$ cat config.mk
export PLATFORM = sky130hd
export DESIGN_NAME = byte_stack_with_rotate_top_flat
export DESIGN_NICKNAME = d
export VERILOG_FILES = /design/src/rtl/bsr_pkg.sv /design/src/rtl/bsr_if.sv /design/src/rtl/bsr_mem.sv /design/src/rtl/bsr_csr.sv /design/src/rtl/bsr_ctrl.sv /design/src/rtl/byte_stack_with_rotate_top.sv /design/src/flat_wrapper.sv
export SDC_FILE = /design/constraint.sdc
export NUM_CORES = 1
export LEC_CHECK = 0
export ABC_AREA = 1
export BUFFER_PORTS_ARGS = -buffer_cell sky130_fd_sc_hd__buf_2
export CORE_MARGIN = 3
export CORE_UTILIZATION = 65
export DETAILED_ROUTE_END_ITERATION = 12
export PLACE_DENSITY = 0.84
export SETUP_SLACK_MARGIN = 0.1
export SLEW_MARGIN = 20
export SYNTH_ARGS = -nofsm -noshare
export SYNTH_HDL_FRONTEND = slang
export SYNTH_SLANG_ARGS = --single-unit
$ cat constraint.sdc
create_clock -name clock -period 6 [get_ports clock]
set_clock_uncertainty 0.15 [all_clocks]
set_input_delay 0 -clock clock [delete_from_list [all_inputs] [get_ports clock]]
set_output_delay 0 -clock clock [all_outputs]
set_load 0.05 [all_outputs]
$ cat src/rtl/bsr_pkg.sv
// ============================================================================
// bsr_pkg
// Shared widths, command and result codes and the result type of the
// bounded byte stack with rotate.
// ============================================================================
`default_nettype none

package bsr_pkg;

   // Field widths of the request, the result and the capacity register.
   localparam int ModeW  = 3;
   localparam int DataW  = 8;
   localparam int CountW = 6;
   localparam int KindW  = 2;
   localparam int CapW   = 6;

   // Configuration port geometry.
   localparam int PAddrW = 3;
   localparam int PDataW = 32;

   // Default store depth and capacity after reset.
   localparam int DepthDefault = 32;
   localparam logic [CapW-1:0] CapReset = 6'd32;

   // A print emits at most this many entries.
   localparam int MaxResults = 32;

   // Command codes.
   localparam logic [ModeW-1:0] ModePush  = 3'd0;
   localparam logic [ModeW-1:0] ModePop   = 3'd1;
   localparam logic [ModeW-1:0] ModePeek  = 3'd2;
   localparam logic [ModeW-1:0] ModeDup   = 3'd3;
   localparam logic [ModeW-1:0] ModeRotUp = 3'd4;
   localparam logic [ModeW-1:0] ModeRotDn = 3'd5;
   localparam logic [ModeW-1:0] ModePrint = 3'd6;

   // Result kinds.
   localparam logic [KindW-1:0] KindByte  = 2'd0;
   localparam logic [KindW-1:0] KindFull  = 2'd1;
   localparam logic [KindW-1:0] KindEmpty = 2'd2;

   // One result item.
   typedef struct packed {
      logic [KindW-1:0] kind;
      logic [DataW-1:0] value;
      logic             last;
   } rsp_payload_type;

endpackage

`default_nettype wire

$ cat src/rtl/bsr_if.sv
// ============================================================================
// bsr_if
// Valid/ready channels for stack requests and stack results.
// ============================================================================
`default_nettype none

interface bsr_req_if;
   import bsr_pkg::*;

   logic              valid;
   logic              ready;
   logic [ModeW-1:0]  mode;
   logic [DataW-1:0]  data;
   logic [CountW-1:0] count;

   modport source (output valid, output mode, output data, output count, input ready);
   modport sink   (input valid, input mode, input data, input count, output ready);
endinterface

interface bsr_rsp_if;
   import bsr_pkg::*;

   logic             valid;
   logic             ready;
   logic [KindW-1:0] kind;
   logic [DataW-1:0] value;
   logic             last;

   modport source (output valid, output kind, output value, output last, input ready);
   modport sink   (input valid, input kind, input value, input last, output ready);
endinterface

`default_nettype wire

$ cat src/rtl/bsr_mem.sv
// ============================================================================
// bsr_mem
// Entry store of the stack: one write port and one read port, with the read
// data registered.
// ============================================================================
`default_nettype none

module bsr_mem #(
   parameter int DEPTH = bsr_pkg::DepthDefault
) (
   input  wire logic                       clock,
   input  wire logic                       mem_we,
   input  wire logic [$clog2(DEPTH)-1:0]   mem_waddr,
   input  wire logic [bsr_pkg::DataW-1:0]  mem_wdata,
   input  wire logic [$clog2(DEPTH)-1:0]   mem_raddr,
   output logic      [bsr_pkg::DataW-1:0]  mem_rdata
);
   import bsr_pkg::*;

   logic [DataW-1:0] store_mem [DEPTH];
   logic [DataW-1:0] rd_data_ff;

   // Write port.
   always_ff @(posedge clock) begin
      if (mem_we) begin
         store_mem[mem_waddr] <= mem_wdata;
      end
   end

   // Read port, read every cycle; a write to the same entry returns old data.
   always_ff @(posedge clock) begin
      rd_data_ff <= store_mem[mem_raddr];
   end

   assign mem_rdata = rd_data_ff;

endmodule

`default_nettype wire

$ cat src/rtl/bsr_csr.sv
// ============================================================================
// bsr_csr
// APB-style register port holding the capacity register, and the clamped
// capacity that the sequencer compares against.
// ============================================================================
`default_nettype none

module bsr_csr #(
   parameter int DEPTH = bsr_pkg::DepthDefault
) (
   input  wire logic                         clock,
   input  wire logic                         reset,
   input  wire logic                         psel,
   input  wire logic                         penable,
   input  wire logic                         pwrite,
   input  wire logic [bsr_pkg::PAddrW-1:0]   paddr,
   input  wire logic [bsr_pkg::PDataW-1:0]   pwdata,
   output logic      [bsr_pkg::PDataW-1:0]   prdata,
   output logic                              pready,
   output logic      [$clog2(DEPTH+1)-1:0]   cap_eff
);
   import bsr_pkg::*;

   localparam int CW = $clog2(DEPTH + 1);

   logic [CapW-1:0] capacity_ff;
   logic [CapW-1:0] capacity_in;
   logic            cap_hit;

   // The capacity register sits at byte address zero.
   assign cap_hit = (paddr[PAddrW-1] == 1'b0);
   assign pready  = 1'b1;

   // Register write in the access phase.
   always_comb begin
      capacity_in = capacity_ff;
      if (psel && penable && pwrite && cap_hit) begin
         capacity_in = pwdata[CapW-1:0];
      end
   end

   always_ff @(posedge clock) begin
      if (reset) begin
         capacity_ff <= CapReset;
      end else begin
         capacity_ff <= capacity_in;
      end
   end

   // Read data.
   assign prdata = cap_hit ? PDataW'(capacity_ff) : '0;

   // A capacity of zero acts as one, and one above the depth as the depth.
   always_comb begin
      if (capacity_ff == '0) begin
         cap_eff = CW'(1);
      end else if (32'(capacity_ff) > DEPTH) begin
         cap_eff = CW'(DEPTH);
      end else begin
         cap_eff = CW'(capacity_ff);
      end
   end

endmodule

`default_nettype wire

$ cat src/rtl/bsr_ctrl.sv
// ============================================================================
// bsr_ctrl
// Command sequencer of the stack: keeps the fill count, drives the entry
// store through its read and write ports, and holds the result output register.
// ============================================================================
`default_nettype none

module bsr_ctrl #(
   parameter int DEPTH = bsr_pkg::DepthDefault
) (
   input  wire logic                        clock,
   input  wire logic                        reset,
   bsr_req_if.sink                          req_if,
   bsr_rsp_if.source                        rsp_if,
   input  wire logic [$clog2(DEPTH+1)-1:0]  cap_eff,
   output logic                             mem_we,
   output logic      [$clog2(DEPTH)-1:0]    mem_waddr,
   output logic      [bsr_pkg::DataW-1:0]   mem_wdata,
   output logic      [$clog2(DEPTH)-1:0]    mem_raddr,
   input  wire logic [bsr_pkg::DataW-1:0]   mem_rdata
);
   import bsr_pkg::*;

   localparam int AW = $clog2(DEPTH);
   localparam int CW = $clog2(DEPTH + 1);

   typedef enum logic [7:0] {
      ST_IDLE = 8'b0000_0001,
      ST_OUT  = 8'b0000_0010,
      ST_DUPW = 8'b0000_0100,
      ST_ROTT = 8'b0000_1000,
      ST_ROTM = 8'b0001_0000,
      ST_ROTE = 8'b0010_0000,
      ST_PRT  = 8'b0100_0000,
      ST_STAT = 8'b1000_0000
   } state_type;

   state_type         state_ff, state_in;
   logic [CW-1:0]     fc_ff, fc_in;
   logic [AW-1:0]     ptr_ff, ptr_in;
   logic [CountW-1:0] cnt_ff, cnt_in;
   logic [DataW-1:0]  tmp_ff, tmp_in;
   logic              up_ff, up_in;
   logic [KindW-1:0]  kind_ff, kind_in;

   logic              rsp_valid_ff, rsp_valid_in;
   rsp_payload_type   rsp_pay_ff, rsp_pay_in;

   logic              accept;
   logic              out_free;
   logic              emit;
   rsp_payload_type   emit_pay;
   logic              full;
   logic              empty;
   logic              rot_ok;
   logic [AW-1:0]     top_addr;
   logic [AW-1:0]     base_addr;
   logic [AW-1:0]     ptr_step;
   logic [AW-1:0]     ptr_step2;
   logic [CountW-1:0] print_k;

   // Handshake and output register availability.
   assign req_if.ready = (state_ff == ST_IDLE);
   assign accept       = req_if.valid && req_if.ready;
   assign out_free     = !rsp_valid_ff || rsp_if.ready;

   // Stack status and addresses derived from the fill count.
   assign full      = (fc_ff >= cap_eff);
   assign empty     = (fc_ff == '0);
   assign top_addr  = AW'(fc_ff - CW'(1));
   assign base_addr = AW'(32'(fc_ff) - 32'(req_if.count));
   assign rot_ok    = (req_if.count >= CountW'(2)) && (32'(req_if.count) <= 32'(fc_ff));
   assign print_k   = (32'(fc_ff) > MaxResults) ? CountW'(MaxResults) : CountW'(fc_ff);

   // Rotate walks down the stack for rotate up and up the stack for rotate down.
   assign ptr_step  = up_ff ? (ptr_ff - AW'(1)) : (ptr_ff + AW'(1));
   assign ptr_step2 = up_ff ? (ptr_step - AW'(1)) : (ptr_step + AW'(1));

   // Sequencer. Every cycle issues at most one read and one write, and no read
   // whose data is used targets the entry written in the same cycle, so no forwarding
   // is needed: a moved byte is read two entries ahead of the write.
   always_comb begin
      state_in  = state_ff;
      fc_in     = fc_ff;
      ptr_in    = ptr_ff;
      cnt_in    = cnt_ff;
      tmp_in    = tmp_ff;
      up_in     = up_ff;
      kind_in   = kind_ff;
      mem_we    = 1'b0;
      mem_waddr = ptr_ff;
      mem_wdata = tmp_ff;
      mem_raddr = ptr_ff;
      emit      = 1'b0;
      emit_pay  = '{kind: KindByte, value: mem_rdata, last: 1'b1};

      case (state_ff)
         ST_IDLE: begin
            if (accept) begin
               case (req_if.mode)
                  ModePush: begin
                     if (full) begin
                        kind_in  = KindFull;
                        state_in = ST_STAT;
                     end else begin
                        mem_we    = 1'b1;
                        mem_waddr = AW'(fc_ff);
                        mem_wdata = req_if.data;
                        fc_in     = fc_ff + CW'(1);
                     end
                  end
                  ModePop, ModePeek: begin
                     if (empty) begin
                        kind_in  = KindEmpty;
                        state_in = ST_STAT;
                     end else begin
                        mem_raddr = top_addr;
                        ptr_in    = top_addr;
                        state_in  = ST_OUT;
                        if (req_if.mode == ModePop) begin
                           fc_in = fc_ff - CW'(1);
                        end
                     end
                  end
                  ModeDup: begin
                     if (empty) begin
                        kind_in  = KindEmpty;
                        state_in = ST_STAT;
                     end else if (full) begin
                        kind_in  = KindFull;
                        state_in = ST_STAT;
                     end else begin
                        mem_raddr = top_addr;
                        ptr_in    = top_addr;
                        fc_in     = fc_ff + CW'(1);
                        state_in  = ST_DUPW;
                     end
                  end
                  ModeRotUp: begin
                     if (rot_ok) begin
                        mem_raddr = top_addr;
                        ptr_in    = top_addr;
                        up_in     = 1'b1;
                        cnt_in    = req_if.count - CountW'(1);
                        state_in  = ST_ROTT;
                     end
                  end
                  ModeRotDn: begin
                     if (rot_ok) begin
                        mem_raddr = base_addr;
                        ptr_in    = base_addr;
                        up_in     = 1'b0;
                        cnt_in    = req_if.count - CountW'(1);
                        state_in  = ST_ROTT;
                     end
                  end
                  ModePrint: begin
                     if (!empty) begin
                        mem_raddr = top_addr;
                        ptr_in    = top_addr;
                        cnt_in    = print_k;
                        state_in  = ST_PRT;
                     end
                  end
                  default: begin
                     state_in = ST_IDLE;
                  end
               endcase
            end
         end

         // Pop or peek: the top byte is on the read port.
         ST_OUT: begin
            mem_raddr = ptr_ff;
            if (out_free) begin
               emit     = 1'b1;
               state_in = ST_IDLE;
            end
         end

         // Duplicate: write the top byte one entry higher.
         ST_DUPW: begin
            mem_we    = 1'b1;
            mem_waddr = ptr_ff + AW'(1);
            mem_wdata = mem_rdata;
            state_in  = ST_IDLE;
         end

         // Rotate: hold the byte that wraps around, fetch the first to move.
         ST_ROTT: begin
            tmp_in    = mem_rdata;
            mem_raddr = ptr_step;
            state_in  = ST_ROTM;
         end

         // Rotate: move one byte per cycle toward the starting end.
         ST_ROTM: begin
            mem_we    = 1'b1;
            mem_waddr = ptr_ff;
            mem_wdata = mem_rdata;
            mem_raddr = ptr_step2;
            ptr_in    = ptr_step;
            cnt_in    = cnt_ff - CountW'(1);
            if (cnt_ff == CountW'(1)) begin
               state_in = ST_ROTE;
            end
         end

         // Rotate: the held byte lands at the far end.
         ST_ROTE: begin
            mem_we    = 1'b1;
            mem_waddr = ptr_ff;
            mem_wdata = tmp_ff;
            state_in  = ST_IDLE;
         end

         // Print: one entry per cycle from the top; re-read while stalled.
         ST_PRT: begin
            mem_raddr = ptr_ff;
            if (out_free) begin
               emit          = 1'b1;
               emit_pay.last = (cnt_ff == CountW'(1));
               if (cnt_ff == CountW'(1)) begin
                  state_in = ST_IDLE;
               end else begin
                  ptr_in    = ptr_ff - AW'(1);
                  cnt_in    = cnt_ff - CountW'(1);
                  mem_raddr = ptr_ff - AW'(1);
               end
            end
         end

         // Full or empty status.
         ST_STAT: begin
            if (out_free) begin
               emit     = 1'b1;
               emit_pay = '{kind: kind_ff, value: '0, last: 1'b1};
               state_in = ST_IDLE;
            end
         end

         default: begin
            state_in = ST_IDLE;
         end
      endcase
   end

   // Result output register.
   always_comb begin
      rsp_pay_in = rsp_pay_ff;
      if (emit) begin
         rsp_valid_in = 1'b1;
         rsp_pay_in   = emit_pay;
      end else if (rsp_if.ready) begin
         rsp_valid_in = 1'b0;
      end else begin
         rsp_valid_in = rsp_valid_ff;
      end
   end

   assign rsp_if.valid = rsp_valid_ff;
   assign rsp_if.kind  = rsp_pay_ff.kind;
   assign rsp_if.value = rsp_pay_ff.value;
   assign rsp_if.last  = rsp_pay_ff.last;

   // Control state.
   always_ff @(posedge clock) begin
      if (reset) begin
         state_ff     <= ST_IDLE;
         fc_ff        <= '0;
         rsp_valid_ff <= 1'b0;
      end else begin
         state_ff     <= state_in;
         fc_ff        <= fc_in;
         rsp_valid_ff <= rsp_valid_in;
      end
   end

   // Working registers and result payload.
   always_ff @(posedge clock) begin
      ptr_ff     <= ptr_in;
      cnt_ff     <= cnt_in;
      tmp_ff     <= tmp_in;
      up_ff      <= up_in;
      kind_ff    <= kind_in;
      rsp_pay_ff <= rsp_pay_in;
   end

   // The fill count never passes the store depth.
   a_fc_bound: assert property (@(posedge clock) disable iff (reset)
      32'(fc_ff) <= DEPTH)
      else $error("fill count exceeds store depth");

   // Only a newly taken request changes the fill count.
   a_fc_hold: assert property (@(posedge clock) disable iff (reset)
      (state_ff != ST_IDLE) |=> (fc_ff == $past(fc_ff)))
      else $error("fill count changed while a command was in progress");

   // A result is loaded only when the output register is free.
   a_emit_free: assert property (@(posedge clock) disable iff (reset)
      emit |-> out_free)
      else $error("result overwrote a waiting result");

   // A write and a read of the same entry never coincide while a rotate moves bytes.
   a_rot_no_overlap: assert property (@(posedge clock) disable iff (reset)
      (state_ff == ST_ROTM) |-> (mem_waddr != mem_raddr || DEPTH <= 2))
      else $error("rotate read and write hit the same entry");

endmodule

`default_nettype wire

$ cat src/rtl/byte_stack_with_rotate_top.sv
// ============================================================================
// byte_stack_with_rotate_top
// Bounded byte stack with push, pop, peek, duplicate, rotate and print.
// ============================================================================
// The stack holds its bytes in a single-port-write, single-port-read memory
// of DEPTH entries with registered read data, and one request is worked at
// a time. A push writes on acceptance; pop and peek read the top entry and
// emit it; duplicate reads it and writes it one entry higher; a rotate
// turns the top n entries by one place, or leaves the stack as it is if n
// is below 2 or above the fill count; a print of a stack of f entries emits
// min(f, 32) results from the top, one result per cycle while the result
// side keeps up. Results wait in an output register, so a request that
// makes no result (push, rotate) is taken while an earlier result is still
// waiting. The memory needs no clearing after reset: no entry is read before
// written. The capacity register lies at byte address 0 and resets to 32.
// ============================================================================
`default_nettype none

module byte_stack_with_rotate_top #(
   parameter int DEPTH = bsr_pkg::DepthDefault
) (
   input  wire logic                        clock,
   input  wire logic                        reset,
   bsr_req_if.sink                          req_if,
   bsr_rsp_if.source                        rsp_if,
   input  wire logic                        psel,
   input  wire logic                        penable,
   input  wire logic                        pwrite,
   input  wire logic [bsr_pkg::PAddrW-1:0]  paddr,
   input  wire logic [bsr_pkg::PDataW-1:0]  pwdata,
   output logic      [bsr_pkg::PDataW-1:0]  prdata,
   output logic                             pready
);
   import bsr_pkg::*;

   localparam int AW = $clog2(DEPTH);
   localparam int CW = $clog2(DEPTH + 1);

   logic [CW-1:0]    cap_eff;
   logic             mem_we;
   logic [AW-1:0]    mem_waddr;
   logic [DataW-1:0] mem_wdata;
   logic [AW-1:0]    mem_raddr;
   logic [DataW-1:0] mem_rdata;

   // Capacity register.
   bsr_csr #(.DEPTH(DEPTH)) u_csr (
      .clock   (clock),
      .reset   (reset),
      .psel    (psel),
      .penable (penable),
      .pwrite  (pwrite),
      .paddr   (paddr),
      .pwdata  (pwdata),
      .prdata  (prdata),
      .pready  (pready),
      .cap_eff (cap_eff)
   );

   // Command sequencer and result register.
   bsr_ctrl #(.DEPTH(DEPTH)) u_ctrl (
      .clock     (clock),
      .reset     (reset),
      .req_if    (req_if),
      .rsp_if    (rsp_if),
      .cap_eff   (cap_eff),
      .mem_we    (mem_we),
      .mem_waddr (mem_waddr),
      .mem_wdata (mem_wdata),
      .mem_raddr (mem_raddr),
      .mem_rdata (mem_rdata)
   );

   // Entry store.
   bsr_mem #(.DEPTH(DEPTH)) u_mem (
      .clock     (clock),
      .mem_we    (mem_we),
      .mem_waddr (mem_waddr),
      .mem_wdata (mem_wdata),
      .mem_raddr (mem_raddr),
      .mem_rdata (mem_rdata)
   );

endmodule

`default_nettype wire
$ cat src/flat_wrapper.sv
// flat-port wrapper written by rule: the top's interface ports become plain ports
module byte_stack_with_rotate_top_flat import bsr_pkg::*;
#(
   parameter int DEPTH = bsr_pkg::DepthDefault
)
  (clock, reset, psel, penable, pwrite, paddr, pwdata, prdata, pready, req_if_valid, req_if_mode, req_if_data, req_if_count, req_if_ready, rsp_if_valid, rsp_if_kind, rsp_if_value, rsp_if_last, rsp_if_ready);
  bsr_req_if req_if_i ();
  bsr_rsp_if rsp_if_i ();
  input  wire logic clock;
  input  wire logic reset;
  input  wire logic psel;
  input  wire logic penable;
  input  wire logic pwrite;
  input  wire logic [bsr_pkg::PAddrW-1:0] paddr;
  input  wire logic [bsr_pkg::PDataW-1:0] pwdata;
  output logic      [bsr_pkg::PDataW-1:0] prdata;
  output logic pready;
  input wire logic [$bits(req_if_i.valid)-1:0] req_if_valid;
  input wire logic [$bits(req_if_i.mode)-1:0] req_if_mode;
  input wire logic [$bits(req_if_i.data)-1:0] req_if_data;
  input wire logic [$bits(req_if_i.count)-1:0] req_if_count;
  output wire logic [$bits(req_if_i.ready)-1:0] req_if_ready;
  output wire logic [$bits(rsp_if_i.valid)-1:0] rsp_if_valid;
  output wire logic [$bits(rsp_if_i.kind)-1:0] rsp_if_kind;
  output wire logic [$bits(rsp_if_i.value)-1:0] rsp_if_value;
  output wire logic [$bits(rsp_if_i.last)-1:0] rsp_if_last;
  input wire logic [$bits(rsp_if_i.ready)-1:0] rsp_if_ready;
  assign req_if_i.valid = req_if_valid;
  assign req_if_i.mode = req_if_mode;
  assign req_if_i.data = req_if_data;
  assign req_if_i.count = req_if_count;
  assign req_if_ready = req_if_i.ready;
  assign rsp_if_valid = rsp_if_i.valid;
  assign rsp_if_kind = rsp_if_i.kind;
  assign rsp_if_value = rsp_if_i.value;
  assign rsp_if_last = rsp_if_i.last;
  assign rsp_if_i.ready = rsp_if_ready;
  byte_stack_with_rotate_top #(.DEPTH(DEPTH)) u_core (.clock(clock), .reset(reset), .req_if(req_if_i), .rsp_if(rsp_if_i), .psel(psel), .penable(penable), .pwrite(pwrite), .paddr(paddr), .pwdata(pwdata), .prdata(prdata), .pready(pready));
endmodule
After elaboration in Yosys (flattened, before gate mapping) --
Memories as Yosys holds them, arrays and structs flattened. A register that Yosys moved wholly into a read port is not among the register bits. Index checks and enable logic that the tools add are counted.
Cells by class: magnitude comparators 5, equal/unequal tests 31, bitwise logic cells 1, reductions and logical operators 27, add/subtract/negate cells 9, multiplexer cells 71
Operators with widths (number):
- 8-bit 2-to-1 mux | 15
- 8-bit case mux with 5 select lines | 2
- 6-bit 2-to-1 mux | 13
- 5-bit 2-to-1 mux | 13
- 5-bit case mux with 4 select lines | 2
- 6-bit case mux with 3 select lines | 2
- 2-bit != test, second input constant | 10
- 6-bit by 1-bit subtractor with 6-bit output, second input constant | 3
- 8-bit case mux with 2 select lines | 1
- 5-bit case mux with 3 select lines | 1
- 6-bit greater-than comparator, second input constant | 2
- 6-bit zero test | 2
- 1-bit 2-to-1 mux | 12
- 6-bit case mux with 2 select lines | 1
- 5-bit by 1-bit adder with 5-bit output, second input constant | 2
- 5-bit case mux with 2 select lines | 1
- 5-bit by 1-bit subtractor with 5-bit output, second input constant | 2
- 3-bit == test, second input constant | 3
- 9-bit 2-to-1 mux | 1
- 3-bit OR reduction | 3
- 8-bit by 1-bit == test with 1-bit output, second input constant | 1
- 8-bit by 2-bit == test with 1-bit output, second input constant | 1
- 8-bit by 3-bit == test with 1-bit output, second input constant | 1
- 8-bit by 4-bit == test with 1-bit output, second input constant | 1
- other kinds (32) | 49
Word-level totals: bits of input ports 59, memory bits (writable) 256, memories 1, bits in registers 54, output and inout bits 46
Memory list:
- u_core.u_mem.store_mem | words 32, width 8, read ports 1, clocked after memory_dff 1, write ports 1, line bsr_mem.sv:20 | logic [DataW-1:0] store_mem [DEPTH];

Depth between registers and ports, before layout --
Gate-level depths: netlist (run 1).
word-level depth 10, depth in mapped cells 29, gate-level depth less buffers 27

Modules after synthesis --
Synthesis (run 1) repeated with hierarchy kept, for this count alone.
Unflattened totals: cell total of the unflattened synthesis 1661, area, all modules 15762.6 um^2
Modules (own cells, without submodules):
- bsr_mem | area an instance 10786.6 um^2, seq. area each 7847.5 um^2, cells each 922, instances 1
- bsr_ctrl | area an instance 4371.7 um^2, seq. area each 1291.2 um^2, cells each 646, instances 1
- bsr_csr | area an instance 604.3 um^2, seq. area each 120.1 um^2, cells each 93, instances 1

Least setup slack after synthesis (run 1) --
No wires, ideal clock.
path kind reg2reg, start register u_core.u_csr.capacity_ff[2], end memory u_core.u_mem.store_mem[0][0], enable pin, period minus slack after synthesis 3479 ps, setup time 370 ps, required time 5480 ps, stages on the path, launching flop included 21, path slack 2521 ps, data arrival time 2959 ps, path buffers 0, cell sequence dfxtp_1 nor3_1 nand3_1 nand2_1 nand2_1 ha_1 nand2_1 nand2_1 a21oi_1 nand2_1 nor3_2 nand2_2 inv_2 nor2_2 nor2_2 inv_2 nand2_1 o221ai_2 a21oi_2 nand2_2 nor2_1
On the way: cells in the longest elaborated chain, start to end 10, elaborated cells between the ends (all ways) 15, those cells by class 2 x order compare; 12 x mux; 1 x reduce/logical
RTL lines:
- from (decl) | line bsr_csr.sv:26 | logic [CapW-1:0] capacity_ff;
- from (signal assigned) | line bsr_csr.sv:44 | capacity_ff <= CapReset;
- from (signal assigned) | line bsr_csr.sv:46 | capacity_ff <= capacity_in;
- 6-bit greater-than comparator | line bsr_csr.sv:57 | end else if (32'(capacity_ff) > DEPTH) begin
- 6-bit 2-to-1 mux | line bsr_csr.sv:57
- 6-bit 2-to-1 mux (*) | line bsr_csr.sv:55 | if (capacity_ff == '0) begin
- 6-bit >= comparator (*) | line bsr_ctrl.sv:68 | assign full = (fc_ff >= cap_eff);
- 1-bit 2-to-1 mux | line bsr_ctrl.sv:102 | if (full) begin
- 1-bit 2-to-1 mux | line bsr_ctrl.sv:100 | case (req_if.mode)
- 1-bit 2-to-1 mux | line bsr_ctrl.sv:99 | if (accept) begin
- 1-bit case mux with 2 select lines | line bsr_ctrl.sv:97 | case (state_ff)
- 1-bit 2-to-1 mux | line bsr_mem.sv:25 | if (mem_we) begin
- 1-bit 2-to-1 mux (not written as such) | line bsr_mem.sv:26 | store_mem[mem_waddr] <= mem_wdata;
- to (decl) | line bsr_mem.sv:20
Every way passes the cells marked *; elsewhere a longest branch is shown, timed or not.

Worst setup path after layout (run 1) --
start register u_core.u_csr.capacity_ff[2], end register u_core.u_mem.rd_data_ff[0], in the netlist u_core.u_mem.mem_rdata[0], read port of u_core.u_mem.store_mem
On the way: cells in the longest elaborated chain, start to end 9, elaborated cells between the ends (all ways) 10, those cells by class 2 x order compare; 7 x mux; 1 x reduce/logical
RTL lines:
- 6-bit greater-than comparator | line bsr_csr.sv:57
- 6-bit 2-to-1 mux | line bsr_csr.sv:57
- 6-bit 2-to-1 mux (*) | line bsr_csr.sv:55
- 6-bit >= comparator (*) | line bsr_ctrl.sv:68
- 5-bit 2-to-1 mux (*)
- 5-bit 2-to-1 mux (*) | line bsr_ctrl.sv:126 | if (empty) begin
- 5-bit case mux with 4 select lines (*)
- 5-bit 2-to-1 mux (*)
- 5-bit case mux with 4 select lines (*) | line bsr_ctrl.sv:97
- to (decl) | line bsr_mem.sv:21 | logic [DataW-1:0] rd_data_ff;
Marks and branches as above. A chain may end at the register's enable or synchronous reset.

==> metrics.yaml, run 1 <==
status: "finished, final reports clean"
hp-class: "input port to register"
via_per_inst: 5.98
ys.flop_type: "edfxtp_1"
wl_mm: 40.3
antenna_cells: 0
ys_seq_area_share_pct: 57.1
synth_warnings: 0
grt_pass1_vias: 12100
slew_headroom_pct: 27.4
gr-total-overflow: 0
tns_ns: 0
grt_pass1_wl_mm: 63.1
cts_root_buffer: "clkbuf_16"
cp_max_fo: 84
cts_hold_buffers: 27
crit_required_ns: 6.31
cts_buffers: 34
ys_ff_latch: 318
vias: 12700
grt_antenna_before_repair: 0
worstSetupStartpointType: "register"
core_area_um2: 24500
cts_tree: "yes"
drcViolationCount: 0
htree_num_levels: 2
grt_max_degree: 102
multiInputGateArea_um2: 5560
ctsResizeCount: 0
hold_violations: 0
fin_crit_ns: 4.80
fill_cells: 1589
hpwl_mm: 24.7
syn_inst: 1724
setup_violations: 0
grt_use_total_pct: 30.1
die_y_um: 164
drtIter0Drc: 1646
critPathKind: "register to register"
synth_area_um2: 16200
syn_to_final_growth_pct: 11.3
firstDrtPassIters: 6
max-cap-violations: 0
synth_edf_count: 289
drv_slew: 0
yosysUniqueCellTypes: 57
period_share_pct: 80.0
fmax_mhz: 208
clk_pin_slew_ns: 0.06
clk_path_buf_depth: 3
clock_latency_ns: 0.52
synth.avg_cell_area_um2: 9.41
final_nets: 1866
critPathCaptureType: "register"
port_buffers: 49
drive_gt1_share_pct: 9.65
dieWidth_um: 164
fp-row-count: 57
cts_setup_buffers: 0
cp.arrival_ns: 5.11
io_pins: 105
rsz0062_at_grt: "no"
die-area_um2: 26900
wl_per_cell_um: 18.9
synth-async-reset-ratio_pct: 0
regArea_um2: 9260
gp_congestion: 0.914
ant_nets: 0
tightest_slew_ns: 1.08
cts.sink_count: 318
start_util_pct: 66.3
flip-flops by register name, indices dropped and copies added, names as in the netlist:
register,cells
u_core.u_ctrl.rsp_if.last,1
u_core.u_ctrl.up_ff,1
u_core.u_ctrl.rsp_if.valid,1
u_core.u_ctrl.tmp_ff,8
u_core.u_ctrl.ptr_ff,5
u_core.u_ctrl.kind_ff,2
u_core.u_mem.mem_rdata,8
u_core.u_mem.store_mem,256
u_core.u_ctrl.fc_ff,6
u_core.u_csr.capacity_ff,6
u_core.u_ctrl.rsp_if.value,8
u_core.u_ctrl.state_ff,8
u_core.u_ctrl.cnt_ff,6
u_core.u_ctrl.rsp_if.kind,2
final timing paths:
| check | start | to | slack (ns) | depth (start not counted) |
|---|---|---|---|---|
| worst max-delay path | u_core.u_csr.capacity_ff[2] | u_core.u_mem.mem_rdata[0] | 1.20 | 25 |
| worst min-delay path | req_if_data[5] | u_core.u_mem.store_mem[24][5] | 0.03 | 3 |
| worst max register to register | u_core.u_csr.capacity_ff[2] | u_core.u_mem.mem_rdata[0] | 1.20 | 25 |
| worst min register to register | u_core.u_mem.mem_rdata[4] | u_core.u_ctrl.tmp_ff[4] | 0.28 | 0 |
area by class of cell:
type / instances / area share (%)
Clock buffer: 36 / 4.75
Clock inverter: 24 / 1.49
Inverter: 275 / 5.72
Multi-Input combinational cell: 1056 / 30.8
Sequential cell: 318 / 51.3
Tap cell: 324 / 2.24
Timing Repair Buffer: 95 / 3.76
Yosys cell counts, drive strengths merged (2+ instances only):
cell type / instances / area (µm²)
a21oi: 29 / 164
a211oi: 2 / 15.0
a221oi: 3 / 26.3
or2: 4 / 25.0
o21a: 3 / 22.5
o32a: 2 / 20.0
nor3: 11 / 71.3
nor4: 5 / 43.8
clkbuf: 11 / 41.3
conb: 2 / 7.51
xnor2: 8 / 70.1
nand3: 316 / 1580
ha: 26 / 325
nand2: 346 / 1320
a22oi: 3 / 27.5
a31oi: 8 / 50.1
o21ai: 33 / 169
o211ai: 6 / 50.1
nand4: 11 / 103
buf: 89 / 526
o22ai: 6 / 37.5
o2111ai: 9 / 78.8
nand3b: 70 / 526
clkinv: 3 / 11.3
o31ai: 2 / 15.0
inv: 272 / 1020
edfxtp: 289 / 8680
dfxtp: 29 / 581
nor2: 102 / 398
xor2: 14 / 123
kinds of logic after synthesis:
group | after synthesis | synth area share (%)
AO/OA/AOI/OAI | 114 | 4.64
XOR/XNOR | 22 | 1.19
adder cells (fa/ha/maj) | 27 | 2.13
buffers and inverters | 375 | 9.85
flip-flops | 318 | 57.1
other | 2 | 0.0463
AND/OR/NAND/NOR | 866 | 25.1
per-layer routing:
metal	GRT usage, %	share of wire, %	vias up
li1	-	-	5853
met1	41.0	39	5964
met2	49.5	47	801
met3	4.72	11	112
met4	10.7	3.2	0
met5	0	0	-
critical path, stage by stage, from the launching register on:
cell and delay [ns]:
dfxtp_1 0.34, nor3_1 0.22, nand3_1 0.12, nand2_1 0.13, nand2_1 0.07, ha_1 0.31, nand2_1 0.07, nand2_1 0.05
a21oi_1 0.30, nand4_1 0.20, inv_1 0.14, nand2_1 0.06, nand2_1 0.08, nor2_1 0.04, nand2_1 0.08, nand3_1 0.13
nand2_4 0.33, nand2_4 0.59, buf_4 0.47, nand2_1 0.09, nand3_1 0.08, nand3_1 0.16, nand3_1 0.11, nand2_1 0.21
nand2_1 0.08, nand2_1 0.07
stage by stage:
stage                     std cells  hold WS (ns)  setup WS, ns  util [%]  cell area (µm²)
after floorplan                1749       -0.0196          2.52         -            16300
after global placement         2040        0.0709          1.52      68.0            16600
after detailed placement       2041        0.0834          1.42      68.1            16700
after CTS                      2128        0.0242          1.37      73.8            18100
after global routing           2128        0.0600         0.832      73.8            18100
final                          2128        0.0318          1.20      73.8            18100
placed cells by master (no fill, tap or decap), types with 26 or more instances in the layout:
master,count
conb_1,27
o21ai_0,30
nand2_1,336
dlygate4sd3_1,27
dfxtp_1,29
ha_1,26
nor2_1,98
clkbuf_16,34
edfxtp_1,289
inv_1,261
nand3b_1,70
buf_2,49
nand3_1,316
Power of run 1 is left out: the tool's default activity adds up to more than one toggle a clock period on the data nets, which glitch-free logic cannot reach.
==> run 2: changes to the inputs <==
Settings changed: CORE_UTILIZATION 65 to 55, PLACE_DENSITY 0.84 to 0.75.
Clock period 6 ns to 4.3 ns, I/O delays scaled along.
==> metrics.yaml, run 2 (same netlist as run 1, synthesis figures left out) <==
fin_crit_ns: 4.08  # was 4.80 ns
via_per_inst: 5.61  # was 5.98
cp.arrival_ns: 4.08  # was 5.11 ns
grt_use_total_pct: 25.8  # was 30.1%
grt_antenna_before_repair: 0  # unchanged
period_share_pct: 94.8  # was 80.0%
cts_setup_buffers: 0  # unchanged
die_y_um: 178  # was 164 µm
hold_violations: 0  # unchanged
crit_path_end: "u_core.u_mem.store_mem[28][2]"  # was u_core.u_mem.mem_rdata[0]
cp_max_fo: 8  # was 84
fin_util_pct: 64.3  # was 73.8%
die-area_um2: 31600  # was 26900 µm²
ant_nets: 0  # unchanged
htree_num_levels: 2  # unchanged
crit_chain: "nor3_1 -> nand3_1 -> nand2_1 -> nand2_1 -> ha_1 -> nand2_1 -> nand2_1 -> a21oi_1 -> nand2_1 -> nor3_2 -> nand2_2 -> buf_4 -> o32a_1 -> o21a_1 -> inv_1 -> nand2_1 -> inv_1 -> nand2_1 -> nor2_1"
gp_congestion: 0.888  # was 0.914
grt_pass1_vias: 11900  # was 12.1k
dieWidth_um: 178  # was 164 µm
wl_per_cell_um: 18.1  # was 18.9 µm
clock_latency_ns: 0.51  # was 0.52 ns
worst-r2r-setup-slack_ns: 0.22  # was 1.20 ns
critPathKind: "register to register"  # unchanged
tightest_slew_ns: 1.04  # was 1.08 ns
hp-class: "input port to register"  # unchanged
critPathCaptureType: "register"  # unchanged
crit_family: "simple AND/OR/NAND/NOR gates"  # unchanged
cts_buffers: 34  # unchanged
clk_path_buf_depth: 3  # unchanged
worstSetupStartpointType: "register"  # unchanged
setup_violations: 0  # unchanged
final_cell_mix: "nand2_1, nand3_1, edfxtp_1"  # unchanged
drive_gt1_share_pct: 12.0  # was 9.65%
tns_ns: 0  # unchanged
grt_pass1_wl_mm: 64.1  # was 63.1 mm
rsz0062_at_grt: "yes"  # was no
vias: 12600  # was 12.7k
cp_slowest_cell: "nor2_1"  # was nand2_4
gr-total-overflow: 0  # unchanged
antenna_cells: 0  # unchanged
reg2reg_from: "u_core.u_csr.capacity_ff[2]"  # unchanged
port_buffers: 49  # unchanged
multiInputGateArea_um2: 5570  # was 5560 µm²
mostFrequentLayoutCell: "nand2_1"  # unchanged
regArea_um2: 9260  # unchanged
critical_path.startpoint: "u_core.u_csr.capacity_ff[2]"  # unchanged
drcViolationCount: 0  # unchanged
max-cap-violations: 0  # unchanged
cts_root_buffer: "clkbuf_16"  # unchanged
drtIter0Drc: 1404  # was 1646
max_stage_delay_ns: 0.58  # was 0.59 ns
fmax_mhz: 245  # was 208 MHz
core_area_um2: 28900  # was 24500 µm²
start_util_pct: 56.2  # was 66.3%
top_register: "u_core.u_mem.store_mem"  # unchanged
syn_to_final_growth_pct: 14.3  # was 11.3%
final_nets: 1917  # was 1866
cts_tree: "yes"  # unchanged
drv_slew: 0  # unchanged
slew_headroom_pct: 30.9  # was 27.4%
r2r-end: "u_core.u_mem.store_mem[28][2]"  # was u_core.u_mem.mem_rdata[0]
timing.hold.ws_ns: 0.0996  # was 0.0318 ns
hpwl_mm: 26.6  # was 24.7 mm
grt_max_degree: 53  # was 102
status: "finished, final reports clean"  # unchanged
crit_cells: 19  # was 25
largest_reg_flops: 256  # unchanged
clk_pin_slew_ns: 0.06  # about the same
io_pins: 105  # unchanged
cts.sink_count: 318  # unchanged
fp-row-count: 62  # was 57
crit_required_ns: 4.30  # was 6.31 ns
wl_mm: 40.6  # was 40.3 mm
fill_cells: 2225  # was 1589
worstRegToRegCells: 19  # was 25
crit_top_cell: "nand2_1"  # unchanged
firstDrtPassIters: 5  # was 6
worst-path-buf-inv: 3  # was 2
## run 2: what timing repair did
item	4_1_cts	5_1_grt
endpoints found under the hold margin	72	0
gates resized for setup	0	12
hold buffers	30	0
setup endpoints to repair	0	117
## run 2: final cells by class
type | count | area share, %
inverter | 275 | 5.56
clock inverter | 8 | 0.445
sequential | 318 | 49.9
tap | 384 | 2.59
clock buffer | 52 | 5.18
multi-input combinational | 1056 | 30.0
timing repair buffer | 146 | 6.26
## run 2: per-layer routing
metal  vias to the layer above  share of wire, %  track usage [%]
li1                       5963                 -                -
met1                      5929                43             36.3
met2                       578                47             41.7
met3                        90               8.1             3.68
met4                         0               2.7             8.31
met5                         -                 0                0
## run 2: worst register-to-register path, cell delays in order, from the launching register on
cell and delay [ns]:
dfxtp_1 0.33, nor3_1 0.18, nand3_1 0.11, nand2_1 0.11, nand2_1 0.07, ha_1 0.31, nand2_1 0.08, nand2_1 0.06
a21oi_1 0.22, nand2_1 0.21, nor3_2 0.22, nand2_2 0.10, buf_4 0.17, o32a_1 0.28, o21a_1 0.14, inv_1 0.10
nand2_1 0.06, inv_1 0.06, nand2_1 0.16, nor2_1 0.58
## run 2: metrics by stage
step	cell area [µm²]	worst slack [ns]	cells
finish	18500	0.222	2239
detailed placement	17200	0.320	2149
global placement	17200	0.425	2149
CTS	18500	0.268	2239
floorplan	16300	0.821	1749
global route	18500	-0.0109	2239
## run 2: worst min-delay path by stage
stage | startpoint | slack [ns] | to | cells after the start
global route | req_if_data[0] | 0.12 | u_core.u_mem.store_mem[19][0] | 4
global placement | pwdata[5] | 0.07 | u_core.u_csr.capacity_ff[5] | 3
finish | req_if_count[1] | 0.1 | u_core.u_ctrl.cnt_ff[3] | 6
detailed placement | pwdata[5] | 0.08 | u_core.u_csr.capacity_ff[5] | 3
floorplan | pwdata[5] | -0.02 | u_core.u_csr.capacity_ff[5] | 2
CTS | req_if_count[1] | 0.06 | u_core.u_ctrl.cnt_ff[3] | 6
Power of run 2 is left out for the same reason.
==> run 3: changes to the inputs <==
Settings changed: ABC_AREA 1 to default, BUFFER_PORTS_ARGS -buffer_cell sky130_fd_sc_hd__buf_2 to default, CORE_UTILIZATION 55 to 47, DONT_BUFFER_PORTS from default to 1, PLACE_DENSITY 0.75 to 0.63.
==> metrics.yaml, run 3 <==
firstDrtPassIters: 5  # unchanged
wl_per_cell_um: 21.1  # was 18.1 µm
synth_common_cells: "edfxtp_1, nand2_1, nor2_1, mux2i_1, a21oi_1"  # was nand2_1, nand3_1, edfxtp_1, inv_1, nor2_1
fp-row-count: 65  # was 62
syn_to_final_growth_pct: 18.7  # was 14.3%
fin_util_pct: 57.2  # was 64.3%
synth_top_area_share_pct: 56.7  # was 53.5%
period_share_pct: 94.9  # was 94.8%
port_buffers: 0  # was 49
largest_reg_flops: 256  # unchanged
via_per_inst: 5.78  # was 5.61
cts_tree: "yes"  # unchanged
synth_area_um2: 15300  # was 16200 µm²
mostFrequentLayoutCell: "edfxtp_1"  # was nand2_1
clk_pin_slew_ns: 0.06  # about the same
wl_mm: 39.4  # was 40.6 mm
dp.cells: 1760  # was 2149
grt_max_degree: 35  # was 53
gr-total-overflow: 0  # unchanged
tns_ns: 0  # unchanged
cp_slowest_cell: "or4b_1"  # was nor2_1
die_y_um: 186  # was 178 µm
critPathKind: "register to register"  # unchanged
clock_latency_ns: 0.51  # about the same
cts_buffers: 35  # was 34
drcViolationCount: 0  # unchanged
hold_start: "req_if_mode[1]"  # was req_if_count[1]
rsz0062_at_grt: "yes"  # unchanged
drive_gt1_share_pct: 17.5  # was 12.0%
tightest_slew_ns: 1.09  # was 1.04 ns
synth-async-reset-ratio_pct: 0  # unchanged
p_leak_nw: 6.54
synth.avg_cell_area_um2: 11.8  # was 9.41 µm²
gp_congestion: 0.912  # was 0.888
slew_headroom_pct: 27.2  # was 30.9%
antenna_cells: 0  # unchanged
grt_pass1_wl_mm: 60.2  # was 64.1 mm
hold_violations: 0  # unchanged
fmax_mhz: 245  # about the same
ys.flop_type: "edfxtp_1"  # unchanged
max-cap-violations: 0  # unchanged
final_cell_mix: "edfxtp_1, nand2_1, buf_4"  # was nand2_1, nand3_1, edfxtp_1
hp-class: "input port to register"  # unchanged
crit_required_ns: 4.53  # was 4.30 ns
start_util_pct: 48.2  # was 56.2%
syn_inst: 1301  # was 1724
crit_top_cell: "mux2i_1"  # was nand2_1
yosysMostFrequentCell: "edfxtp_1"  # was nand2_1
top_register: "u_core.u_mem.store_mem"  # unchanged
status: "finished, final reports clean"  # unchanged
fin_area_um2: 18200  # was 18500 µm²
critPathCaptureType: "register"  # unchanged
final_cells: 1871  # was 2239
ys_ff_latch: 318  # unchanged
grt_antenna_before_repair: 0  # unchanged
dieWidth_um: 186  # was 178 µm
drtIter0Drc: 1004  # was 1404
yosysUniqueCellTypes: 75  # was 57
drv_slew: 0  # unchanged
p_per_area_nw_per_um2: 722
htree_num_levels: 2  # unchanged
dpl_cell_area_um2: 16300  # was 17200 µm²
core_area_um2: 31800  # was 28900 µm²
synthTopCellsByArea: "edfxtp_1, nand2_1, mux2i_1"  # was edfxtp_1, nand3_1, nand2_1
critical_path.startpoint: "u_core.u_ctrl.fc_ff[1]"  # was u_core.u_csr.capacity_ff[2]
synth_edf_count: 289  # unchanged
cp_max_fo: 9  # was 8
max-vdd-ir-drop_mv: 0.503
die-area_um2: 34800  # was 31600 µm²
grt_pass1_vias: 10300  # was 11.9k
cp.arrival_ns: 4.31  # was 4.08 ns
reg2reg_from: "u_core.u_ctrl.fc_ff[1]"  # was u_core.u_csr.capacity_ff[2]
hpwl_mm: 25.0  # was 26.6 mm
setup_violations: 0  # unchanged
vias: 10800  # was 12.6k
ant_nets: 0  # unchanged
crit_chain: "inv_1 -> ha_1 -> or4b_1 -> nand2b_1 -> nand3_1 -> a21oi_1 -> a31o_2 -> a311oi_4 -> buf_4 -> clkbuf_16 -> buf_6 -> mux2i_1 -> mux2i_1 -> mux2i_1 -> o211a_1 -> o211ai_1"  # was nor3_1 -> nand3_1 -> nand2_1 -> nand2_1 -> ha_1 -> nand2_1 -> nand2_1 -> a21oi_1 -> nand2_1 -> nor3_2 -> nand2_2 -> buf_4 -> o32a_1 -> o21a_1 -> inv_1 -> nand2_1 -> inv_1 -> nand2_1 -> nor2_1
fin_crit_ns: 4.08  # about the same
max_stage_delay_ns: 0.51  # was 0.58 ns
synth_warnings: 0  # unchanged
worstSetupStartpointType: "register"  # unchanged
cts.sink_count: 318  # unchanged
synth_top_cell_by_area: "edfxtp_1"  # unchanged
ys_seq_area_share_pct: 60.5  # was 57.1%
grt_use_total_pct: 21.9  # was 25.8%
final_nets: 1498  # was 1917
cts_root_buffer: "clkbuf_16"  # unchanged
clk_path_buf_depth: 3  # unchanged
io_pins: 105  # unchanged
run 3: cell count changes after synthesis, sizes merged, moves of 17 or more:
| cell | change |
|---|---|
| a21oi | +20 |
| buf | -26 |
| clkbuf | +32 |
| nand2 | -142 |
| nand3 | -277 |
| mux2 | +19 |
| a311oi | +28 |
| and3 | +17 |
| a31oi | +21 |
| nand3b | -65 |
| inv | -238 |
| mux2i | +62 |
run 3: logic make-up after synthesis:
group	share of synthesized area (%)
other cells	0.0490
flops	60.5
compound gates	11.3
fa+ha+maj	2.26
simple gates	13.9
buf+inv	4.62
xor+xnor	1.94
mux	5.45
run 3: worst max-delay path: cells and delay by family, from the launching register on:
family	cells	cell delay [ns]
AND/OR/NAND/NOR	3	0.83
buffers and inverters	4	0.72
AO/OA/AOI/OAI	5	1.00
flip-flops	1	0.40
adder cells (fa/ha/maj)	1	0.18
multiplexers	3	0.65
run 3: layout make-up:
class                           instances  area [µm²]
Clock buffer                           47         972
Timing Repair Buffer                  155        1480
Multi-Input combinational cell        867        5690
Clock inverter                         14         103
Inverter                               35         131
Tap cell                              435         544
Fill cell                            2518       13600
Sequential cell                       318        9260
run 3: worst paths after layout:
kind	end	slack, ns	cells past startpoint
max	u_core.u_mem.mem_rdata[5]	0.22	16
min	u_core.u_ctrl.state_ff[6]	0.02	4
max reg2reg	u_core.u_mem.mem_rdata[5]	0.22	16
min reg2reg	u_core.u_ctrl.tmp_ff[6]	0.33	0
run 3: through the flow:
stage / power (mW) / setup slack, ns / hold slack [ns]
after floorplan: 7.54 / 0.353 / -0.00606
after global placement: 9.54 / 0.0633 / -0.0750
after detailed placement: 9.58 / 0.0447 / -0.0727
after CTS: 12.4 / 0.148 / 0.0145
after global routing: 13.8 / 0.00220 / 0.0298
final: 13.1 / 0.220 / 0.0157
run 3: repair_timing:
| item | CTS | global route |
|---|---|---|
| gates cloned | 0 | 4 |
| buffers inserted | 0 | 13 |
| hold buffers | 33 | 0 |
| endpoints found under the setup margin | 8 | 176 |
| pin swaps | 0 | 6 |
| endpoints found under the hold margin | 86 | 0 |
| resized for setup | 1 | 56 |
run 3: power by group:
| part | leakage [nW] | total, mW | internal, mW | switching (mW) |
|---|---|---|---|---|
| combinational | 3.18 | 6.58 | 2.77 | 3.81 |
| clock | 0.524 | 2.81 | 1.65 | 1.17 |
| sequential | 2.84 | 3.72 | 3.56 | 0.166 |
| total | 6.54 | 13.1 | 7.97 | 5.14 |
run 3: metal layers:
metal	vias to the layer above	share of wire [%]	global-route usage (%)
li1	5019	-	-
met1	5311	45	33.0
met2	423	45	33.2
met3	59	7.4	3.87
met4	0	2.0	5.38
met5	-	0	0
Note: power is estimated with default switching activity, not from simulation.
